$ cat config.mk
export PLATFORM = sky130hd
export DESIGN_NAME = simeck64_128_block_decrypt
export DESIGN_NICKNAME = d
export VERILOG_FILES = /design/src/hw/rtl/simeck_pkg.sv /design/src/hw/rtl/simeck_mix.sv /design/src/hw/rtl/simeck_key_store.sv /design/src/hw/rtl/simeck64_128_block_decrypt.sv
export VERILOG_INCLUDE_DIRS = /design/src /design/src/hw/rtl
export SDC_FILE = /design/constraint.sdc
export NUM_CORES = 2
export LEC_CHECK = 0
export ABC_CLOCK_PERIOD_IN_PS = 6900
export BUFFER_PORTS_ARGS = -buffer_cell sky130_fd_sc_hd__buf_4
export CORE_MARGIN = 8
export CORE_UTILIZATION = 30
export CTS_BUF_LIST = sky130_fd_sc_hd__clkbuf_16
export CTS_CLUSTER_DIAMETER = 120
export DETAILED_ROUTE_END_ITERATION = 6
export PLACE_DENSITY_LB_ADDON = 0.08
export RECOVER_POWER = 100
export SLEW_MARGIN = 10
export SYNTH_ARGS = -nofsm -noshare
export SYNTH_HDL_FRONTEND = slang
export SYNTH_SLANG_ARGS = --single-unit
$ cat constraint.sdc
create_clock -name clk -period 6.9 [get_ports clk]
set_input_delay 1.38 -clock clk [delete_from_list [all_inputs] [get_ports clk]]
set_output_delay 1.38 -clock clk [all_outputs]
set_load 0.01 [all_outputs]
$ cat src/hw/rtl/simeck64_128_block_decrypt_assert.svh
// Assertion macros for the Simeck64/128 decrypt block.
// Needs nothing else; modules that check themselves include this header.
`ifndef SIMECK64_128_BLOCK_DECRYPT_ASSERT_SVH
`define SIMECK64_128_BLOCK_DECRYPT_ASSERT_SVH

// Check that cons holds in the same cycle as ante.
`define SIMECK_ASSERT_SAME(label, clk, rst_n, ante, cons, msg) \
    label: assert property (@(posedge clk) disable iff (!rst_n) (ante) |-> (cons)) \
        else $error(msg);

// Check that cons holds in the cycle after ante.
`define SIMECK_ASSERT_NEXT(label, clk, rst_n, ante, cons, msg) \
    label: assert property (@(posedge clk) disable iff (!rst_n) (ante) |=> (cons)) \
        else $error(msg);

`endif

$ cat src/hw/rtl/simeck_pkg.sv
// Shared constants, types and the sequencer state for the Simeck64/128 decrypt block.
// Depends on nothing; each RTL module of the block refers to it by scoped names.
`default_nettype none

package simeck_pkg;

    localparam int WORD_W      = 32;
    localparam int ROUND_COUNT = 44;
    localparam int ROUND_W     = (ROUND_COUNT > 1) ? $clog2(ROUND_COUNT) : 1;
    localparam int KEY_WORDS   = 4;
    localparam int KEY_W       = 2;
    localparam int CFG_INDEX_W = 4;

    localparam logic [WORD_W-1:0] RC_BASE     = 32'hFFFF_FFFC;
    localparam logic [43:0]       RC_SEQUENCE = 44'h938_BCA3_083F;

    typedef enum logic [2:0] {
        ST_IDLE,
        ST_FILL,
        ST_LOAD,
        ST_RUN,
        ST_DONE
    } state_t;

    typedef struct packed {
        logic               we;
        logic [ROUND_W-1:0] waddr;
        logic [WORD_W-1:0]  wdata;
        logic [ROUND_W-1:0] raddr;
    } key_store_req_t;

endpackage

`default_nettype wire

$ cat src/hw/rtl/simeck_mix.sv
// Round function f(x) = (x AND rotl5 x) XOR rotl1 x, shared by key expansion and rounds.
// Depends on simeck_pkg for the word width.
`default_nettype none

module simeck_mix (
    input  wire logic [simeck_pkg::WORD_W-1:0] x,
    output logic      [simeck_pkg::WORD_W-1:0] y
);

    logic [simeck_pkg::WORD_W-1:0] rot1;
    logic [simeck_pkg::WORD_W-1:0] rot5;

    assign rot1 = {x[simeck_pkg::WORD_W-2:0], x[simeck_pkg::WORD_W-1]};
    assign rot5 = {x[simeck_pkg::WORD_W-6:0], x[simeck_pkg::WORD_W-1 -: 5]};
    assign y    = (x & rot5) ^ rot1;

endmodule

`default_nettype wire

$ cat src/hw/rtl/simeck_key_store.sv
// Round key memory: one write port, one read port with registered read data.
// Depends on simeck_pkg for depth, widths and the request struct.
`default_nettype none

module simeck_key_store (
    input  wire logic                           clk,
    input  wire simeck_pkg::key_store_req_t     req,
    output logic      [simeck_pkg::WORD_W-1:0]  rd_data
);

    logic [simeck_pkg::WORD_W-1:0] mem [simeck_pkg::ROUND_COUNT];

    always_ff @(posedge clk)
    begin
        if (req.we)
        begin
            mem[req.waddr] <= req.wdata;
        end
        rd_data <= mem[req.raddr];
    end

endmodule

`default_nettype wire

$ cat src/hw/rtl/simeck64_128_block_decrypt.sv
// Simeck64/128 block decryption: sequencer, key and block registers, output register.
// Depends on simeck_pkg, simeck_mix, simeck_key_store and the assertion header.
//
//   channel | signals                                   | direction
//   --------+-------------------------------------------+----------
//   cfg     | cfg_we, cfg_index, cfg_data               | in
//   in      | in_valid, in_ready, cipher_right/left     | in
//   out     | out_valid, out_ready, plain_right/left    | out
//
// A block runs 44 rounds, one round per cycle, through the single mix unit, each reading
// its round key from the key memory's one read port.
// After reset or a key write the first block first runs key expansion in ST_FILL, all 44
// round keys through the same mix unit, writing one round key a cycle, then ST_LOAD primes the read.
// in_ready is high only while no block is in work; the output register frees the next
// block to start while a result waits. A block that finishes while the output register is
// still full waits in ST_DONE until the register frees.
`default_nettype none

`include "simeck64_128_block_decrypt_assert.svh"

module simeck64_128_block_decrypt (
    input  wire logic                                clk,
    input  wire logic                                rst_n,
    input  wire logic                                cfg_we,
    input  wire logic [simeck_pkg::CFG_INDEX_W-1:0]  cfg_index,
    input  wire logic [simeck_pkg::WORD_W-1:0]       cfg_data,
    input  wire logic                                in_valid,
    output logic                                     in_ready,
    input  wire logic [simeck_pkg::WORD_W-1:0]       cipher_right,
    input  wire logic [simeck_pkg::WORD_W-1:0]       cipher_left,
    output logic                                     out_valid,
    input  wire logic                                out_ready,
    output logic      [simeck_pkg::WORD_W-1:0]       plain_right,
    output logic      [simeck_pkg::WORD_W-1:0]       plain_left
);

    localparam logic [simeck_pkg::ROUND_W-1:0] LAST =
        simeck_pkg::ROUND_W'(simeck_pkg::ROUND_COUNT - 1);

    simeck_pkg::state_t state_reg, state_next;

    logic [simeck_pkg::ROUND_W-1:0] cnt_reg, cnt_next;
    logic                           stale_reg, stale_next;
    logic                           out_valid_reg, out_valid_next;
    logic [simeck_pkg::WORD_W-1:0]  key_word_reg [simeck_pkg::KEY_WORDS];

    logic [simeck_pkg::WORD_W-1:0]  k0_reg, k1_reg, k2_reg, k3_reg;
    logic [simeck_pkg::WORD_W-1:0]  k0_next, k1_next, k2_next, k3_next;
    logic [simeck_pkg::WORD_W-1:0]  left_reg, right_reg, left_next, right_next;
    logic [simeck_pkg::WORD_W-1:0]  pl_reg, pr_reg, pl_next, pr_next;

    logic [simeck_pkg::WORD_W-1:0]  mix_in, mix_out, round_key, rc, new_right;
    logic                           key_write, in_accept, slot_free;
    simeck_pkg::key_store_req_t     store_req;

    simeck_mix u_mix (
        .x (mix_in),
        .y (mix_out)
    );

    simeck_key_store u_store (
        .clk     (clk),
        .req     (store_req),
        .rd_data (round_key)
    );

    assign key_write = cfg_we && (cfg_index < simeck_pkg::CFG_INDEX_W'(simeck_pkg::KEY_WORDS));
    assign in_ready  = (state_reg == simeck_pkg::ST_IDLE);
    assign in_accept = in_valid && in_ready;
    assign slot_free = !out_valid_reg || out_ready;
    assign rc        = simeck_pkg::RC_BASE | simeck_pkg::WORD_W'(simeck_pkg::RC_SEQUENCE[cnt_reg]);
    assign mix_in    = (state_reg == simeck_pkg::ST_FILL) ? k1_reg : right_reg;
    assign new_right = mix_out ^ left_reg ^ round_key;

    assign out_valid   = out_valid_reg;
    assign plain_right = pr_reg;
    assign plain_left  = pl_reg;

    always_comb
    begin
        state_next      = state_reg;
        cnt_next        = cnt_reg;
        stale_next      = stale_reg;
        out_valid_next  = out_valid_reg && !out_ready;
        k0_next         = k0_reg;
        k1_next         = k1_reg;
        k2_next         = k2_reg;
        k3_next         = k3_reg;
        left_next       = left_reg;
        right_next      = right_reg;
        pl_next         = pl_reg;
        pr_next         = pr_reg;
        store_req.we    = 1'b0;
        store_req.waddr = cnt_reg;
        store_req.wdata = k0_reg;
        store_req.raddr = LAST;

        case (state_reg)
            simeck_pkg::ST_IDLE:
            begin
                if (in_accept)
                begin
                    left_next  = cipher_left;
                    right_next = cipher_right;
                    k0_next    = key_word_reg[0];
                    k1_next    = key_word_reg[1];
                    k2_next    = key_word_reg[2];
                    k3_next    = key_word_reg[3];
                    if (stale_reg)
                    begin
                        cnt_next   = '0;
                        state_next = simeck_pkg::ST_FILL;
                    end
                    else
                    begin
                        cnt_next   = LAST;
                        state_next = simeck_pkg::ST_RUN;
                    end
                end
            end
            simeck_pkg::ST_FILL:
            begin
                store_req.we = 1'b1;
                k0_next      = k1_reg;
                k1_next      = k2_reg;
                k2_next      = k3_reg;
                k3_next      = mix_out ^ k0_reg ^ rc;
                if (cnt_reg == LAST)
                begin
                    stale_next = 1'b0;
                    state_next = simeck_pkg::ST_LOAD;
                end
                else
                begin
                    cnt_next = cnt_reg + simeck_pkg::ROUND_W'(1);
                end
            end
            simeck_pkg::ST_LOAD:
            begin
                cnt_next   = LAST;
                state_next = simeck_pkg::ST_RUN;
            end
            simeck_pkg::ST_RUN:
            begin
                if (cnt_reg != '0)
                begin
                    store_req.raddr = cnt_reg - simeck_pkg::ROUND_W'(1);
                    left_next       = right_reg;
                    right_next      = new_right;
                    cnt_next        = cnt_reg - simeck_pkg::ROUND_W'(1);
                end
                else if (slot_free)
                begin
                    pl_next        = right_reg;
                    pr_next        = new_right;
                    out_valid_next = 1'b1;
                    state_next     = simeck_pkg::ST_IDLE;
                end
                else
                begin
                    left_next  = right_reg;
                    right_next = new_right;
                    state_next = simeck_pkg::ST_DONE;
                end
            end
            simeck_pkg::ST_DONE:
            begin
                if (slot_free)
                begin
                    pl_next        = left_reg;
                    pr_next        = right_reg;
                    out_valid_next = 1'b1;
                    state_next     = simeck_pkg::ST_IDLE;
                end
            end
            default:
            begin
                state_next = simeck_pkg::ST_IDLE;
            end
        endcase

        if (key_write)
        begin
            stale_next = 1'b1;
        end
    end

    always_ff @(posedge clk or negedge rst_n)
    begin
        if (!rst_n)
        begin
            state_reg       <= simeck_pkg::ST_IDLE;
            cnt_reg         <= '0;
            stale_reg       <= 1'b1;
            out_valid_reg   <= 1'b0;
            key_word_reg[0] <= '0;
            key_word_reg[1] <= '0;
            key_word_reg[2] <= '0;
            key_word_reg[3] <= '0;
        end
        else
        begin
            state_reg     <= state_next;
            cnt_reg       <= cnt_next;
            stale_reg     <= stale_next;
            out_valid_reg <= out_valid_next;
            if (key_write)
            begin
                key_word_reg[cfg_index[simeck_pkg::KEY_W-1:0]] <= cfg_data;
            end
        end
    end

    always_ff @(posedge clk)
    begin
        k0_reg    <= k0_next;
        k1_reg    <= k1_next;
        k2_reg    <= k2_next;
        k3_reg    <= k3_next;
        left_reg  <= left_next;
        right_reg <= right_next;
        pl_reg    <= pl_next;
        pr_reg    <= pr_next;
    end

    `SIMECK_ASSERT_NEXT(a_stale_fills, clk, rst_n, in_accept && stale_reg,
        state_reg == simeck_pkg::ST_FILL, "stale keys did not start expansion")
    `SIMECK_ASSERT_NEXT(a_fresh_runs, clk, rst_n, in_accept && !stale_reg,
        state_reg == simeck_pkg::ST_RUN && cnt_reg == LAST, "fresh keys did not start rounds")
    `SIMECK_ASSERT_SAME(a_fill_stale, clk, rst_n, state_reg == simeck_pkg::ST_FILL,
        stale_reg, "key expansion running with fresh store")
    `SIMECK_ASSERT_SAME(a_done_held, clk, rst_n, state_reg == simeck_pkg::ST_DONE,
        out_valid_reg, "result held back with empty output register")

endmodule

`default_nettype wire

==> metrics <==
outcome=finished, violations left; failing checks=max-capacitance violations, max-slew violations; Final Setup Violations=0; Die Y=512 microns; mapped cell area=0.0738 sq mm; CTS sink cnt=1835; cell with the most instances after synthesis=edfxtp_1; Synth Flop Type=edfxtp_1; post-synthesis xor/xnor area fraction=1.79%; yosys warns=0; Synth Area in Compound Gates=9.91%; first-pass GRT wire length=371 mm; Final Max Slew Viols=3234; Worst slew margin=-220%; Area Overhead vs Synth=15.7%; DR pass1 iterations=7; Clock Path Buffers=3; CTS buffer count=208; Setup Buffers After CTS=0; full die area=0.262 sq mm; Worst Setup End Kind=flip-flop; total gr overflow=0; largest net degree at the start of global routing=129; Lkg Pwr=28.8 nW; Post-synth EDFFs=1664; post-synthesis net count=5194; IO Pins=171; Final Cycle Share=86.5%; Tmin final=5.97 ns; area share of the largest cell type after synthesis=67.7%; fin worst setup slack=0.931 ns; vias in the first global route=44500; vias=45200; synth unique cells=78; post-route DRC violation count=0; asr flop ratio synth=7.57%; synth top area cells=edfxtp_1 (68%), dfrtp_1 (4.7%), nand2_1 (4.3%); Mapped Cells=5085; WL/cell=30.8 microns; Layout fillers=23700; H-tree depth=4; Clock Latency Late Sink=0.86 ns; Slew @ Worst Pin=4.79 ns; Fin. Hold Viols=0; register bit count reported by yosys=1835; final setup TNS=0 ns; clock root cell=clkbuf_16; Power per Cell Area=537 mW/mm^2; area of the core=0.245 sq mm; largest family of logic cells by synthesized area=compound AO/OA/AOI/OAI gates; initial antenna violation count=29; Cell Rows=182; startpoint types=flip-flop; Placed Cells=8329; RSZ-0062 raised after global routing=false; Overall Global Routing Usage=19.8%; skew final=0.0618 ns; area of placed instances=0.0798 sq mm; post_cts resized=0; Finished Layout Cells=8718; pre-CTS WS=1.48 ns; Worst EP required=7.67 ns; CP Class=flip-flop to flip-flop; antenna-violating nets left=0; Worst Hold Slack=0.488 ns; layout cells sized above 1=14.6%; mux share of post-synthesis cell area=6.05%; chip width=512 microns; final core utilization=34.8%; number of nets in the layout=5428; total power=45.9 mW; clock slew at the register clock pins of the worst setup and hold paths=0.07 ns; Arr. time, crit path=6.74 ns; Max Clock Freq=168 MHz; CTS tree=built; CTS Hold Bufs=0; post-route cell area=0.0855 sq mm; Seq/Total Area, Yosys=73.2%; max-cap viol count=88; Post-Synth Simple-Gate Area=6.80%; largest area contributor in the netlist=edfxtp_1; IO Port Bufs=170; Worst VDD drop=0.620 mV; post-synthesis adder-cell area fraction=0.0678%; Iteration-0 DRC Markers=4106; Largest register FFs=1408; Mean Syn Cell Area=14.5 sq um; crit-path max FO=46; Hold Path Class=flip-flop to flip-flop; final wirelength=269 mm; post-DP HPWL=161 mm; initial core utilization=30.1%; Post-synth top cells=edfxtp_1 (1664), nand2_1 (845), a21oi_1 (270); vias per cell=5.18; GPL Wtd Cong=0.779
routing by layer:
layer	vias up	GRT usage, %	routed length (microns)
met2	1377	31.9	125000
met1	23600	28.3	122000
met5	-	0	27
li1	19900	-	-
met4	4	4.29	5690
met3	290	2.89	15800
worst max-delay path, cell delays in order, from the launching register on:
cell and delay [ns]:
dfrtp_4 0.88, inv_4 0.39, ha_1 0.40, nor2b_1 0.20, clkbuf_1 0.33, a211oi_2 1.45, clkbuf_1 0.73, mux2i_1 0.19
a32o_1 0.27, a211oi_1 0.26, o221a_2 0.52, o32a_1 0.21
placed cells by master, fill, tap and decap left out, types with 28 or more instances in the layout:
cell       Yosys  routed
edfxtp_1    1664    1664
nand2_1      845     841
o21ai_0      269     270
a21oi_1      270     268
mux2i_1      216     216
clkbuf_16      0     210
mux2_2       205     195
buf_4         10     191
o22ai_1      170     170
clkbuf_1     170     146
dfrtp_1      138     137
xnor2_1      112     112
a31oi_1       74      74
nor2_1       102      71
clkinv_1       2      62
inv_1          7      57
or3_1         55      55
a211o_1       56      55
nand3_1       52      50
o221ai_1      39      38
nor3_1        50      37
xor2_1        37      37
clkinv_2       0      37
a211oi_1      38      33
dfxtp_1       32      32
nor2_4         0      31
a21oi_2       32      31
nor2b_1       29      29
o21ai_1       31      28
worst paths after layout:
check                                 from            endpoint  slack (ns)  cells after the start
max in group asynchronous            rst_n          cnt_reg[0]        1.87                      2
worst max-delay path            cnt_reg[0]  u_store.rd_data[8]        0.93                     11
worst max register to register  cnt_reg[0]  u_store.rd_data[8]        0.93                     11
worst min-delay path             stale_reg           stale_reg        0.49                      2
worst min register to register   stale_reg           stale_reg        0.49                      2
min in group asynchronous            rst_n    key_word_reg[47]        2.26                      1
logic make-up (layout without fill, tap and decap cells):
family	after synthesis	count (layout)
flip-flops	1835	1835
AND/OR/NAND/NOR	1192	1192
AO/OA/AOI/OAI	1140	1140
multiplexers	421	421
buffers and inverters	343	751
XOR/XNOR	150	150
adder cells (fa/ha/maj)	4	4
other	0	5
area by class of cell:
cell class	count	area, sq um	area share [%]
Multi-Input combinational cell	2907	18600	21.8
Sequential cell	1835	54100	63.3
Antenna cell	5	12.5	0.0146
Clock inverter	174	1120	1.32
Tap cell	3220	4030	4.71
Inverter	9	36.3	0.0425
Timing Repair Buffer	358	2280	2.67
Clock buffer	210	5260	6.15
power by group:
part	total, mW	internal [mW]	switching [mW]
clock network	10.5	5.90	4.59
registers	15.9	14.8	1.14
logic	19.5	5.61	13.9
total	45.9	26.3	19.6
Note: power is estimated with default switching activity, not from simulation.
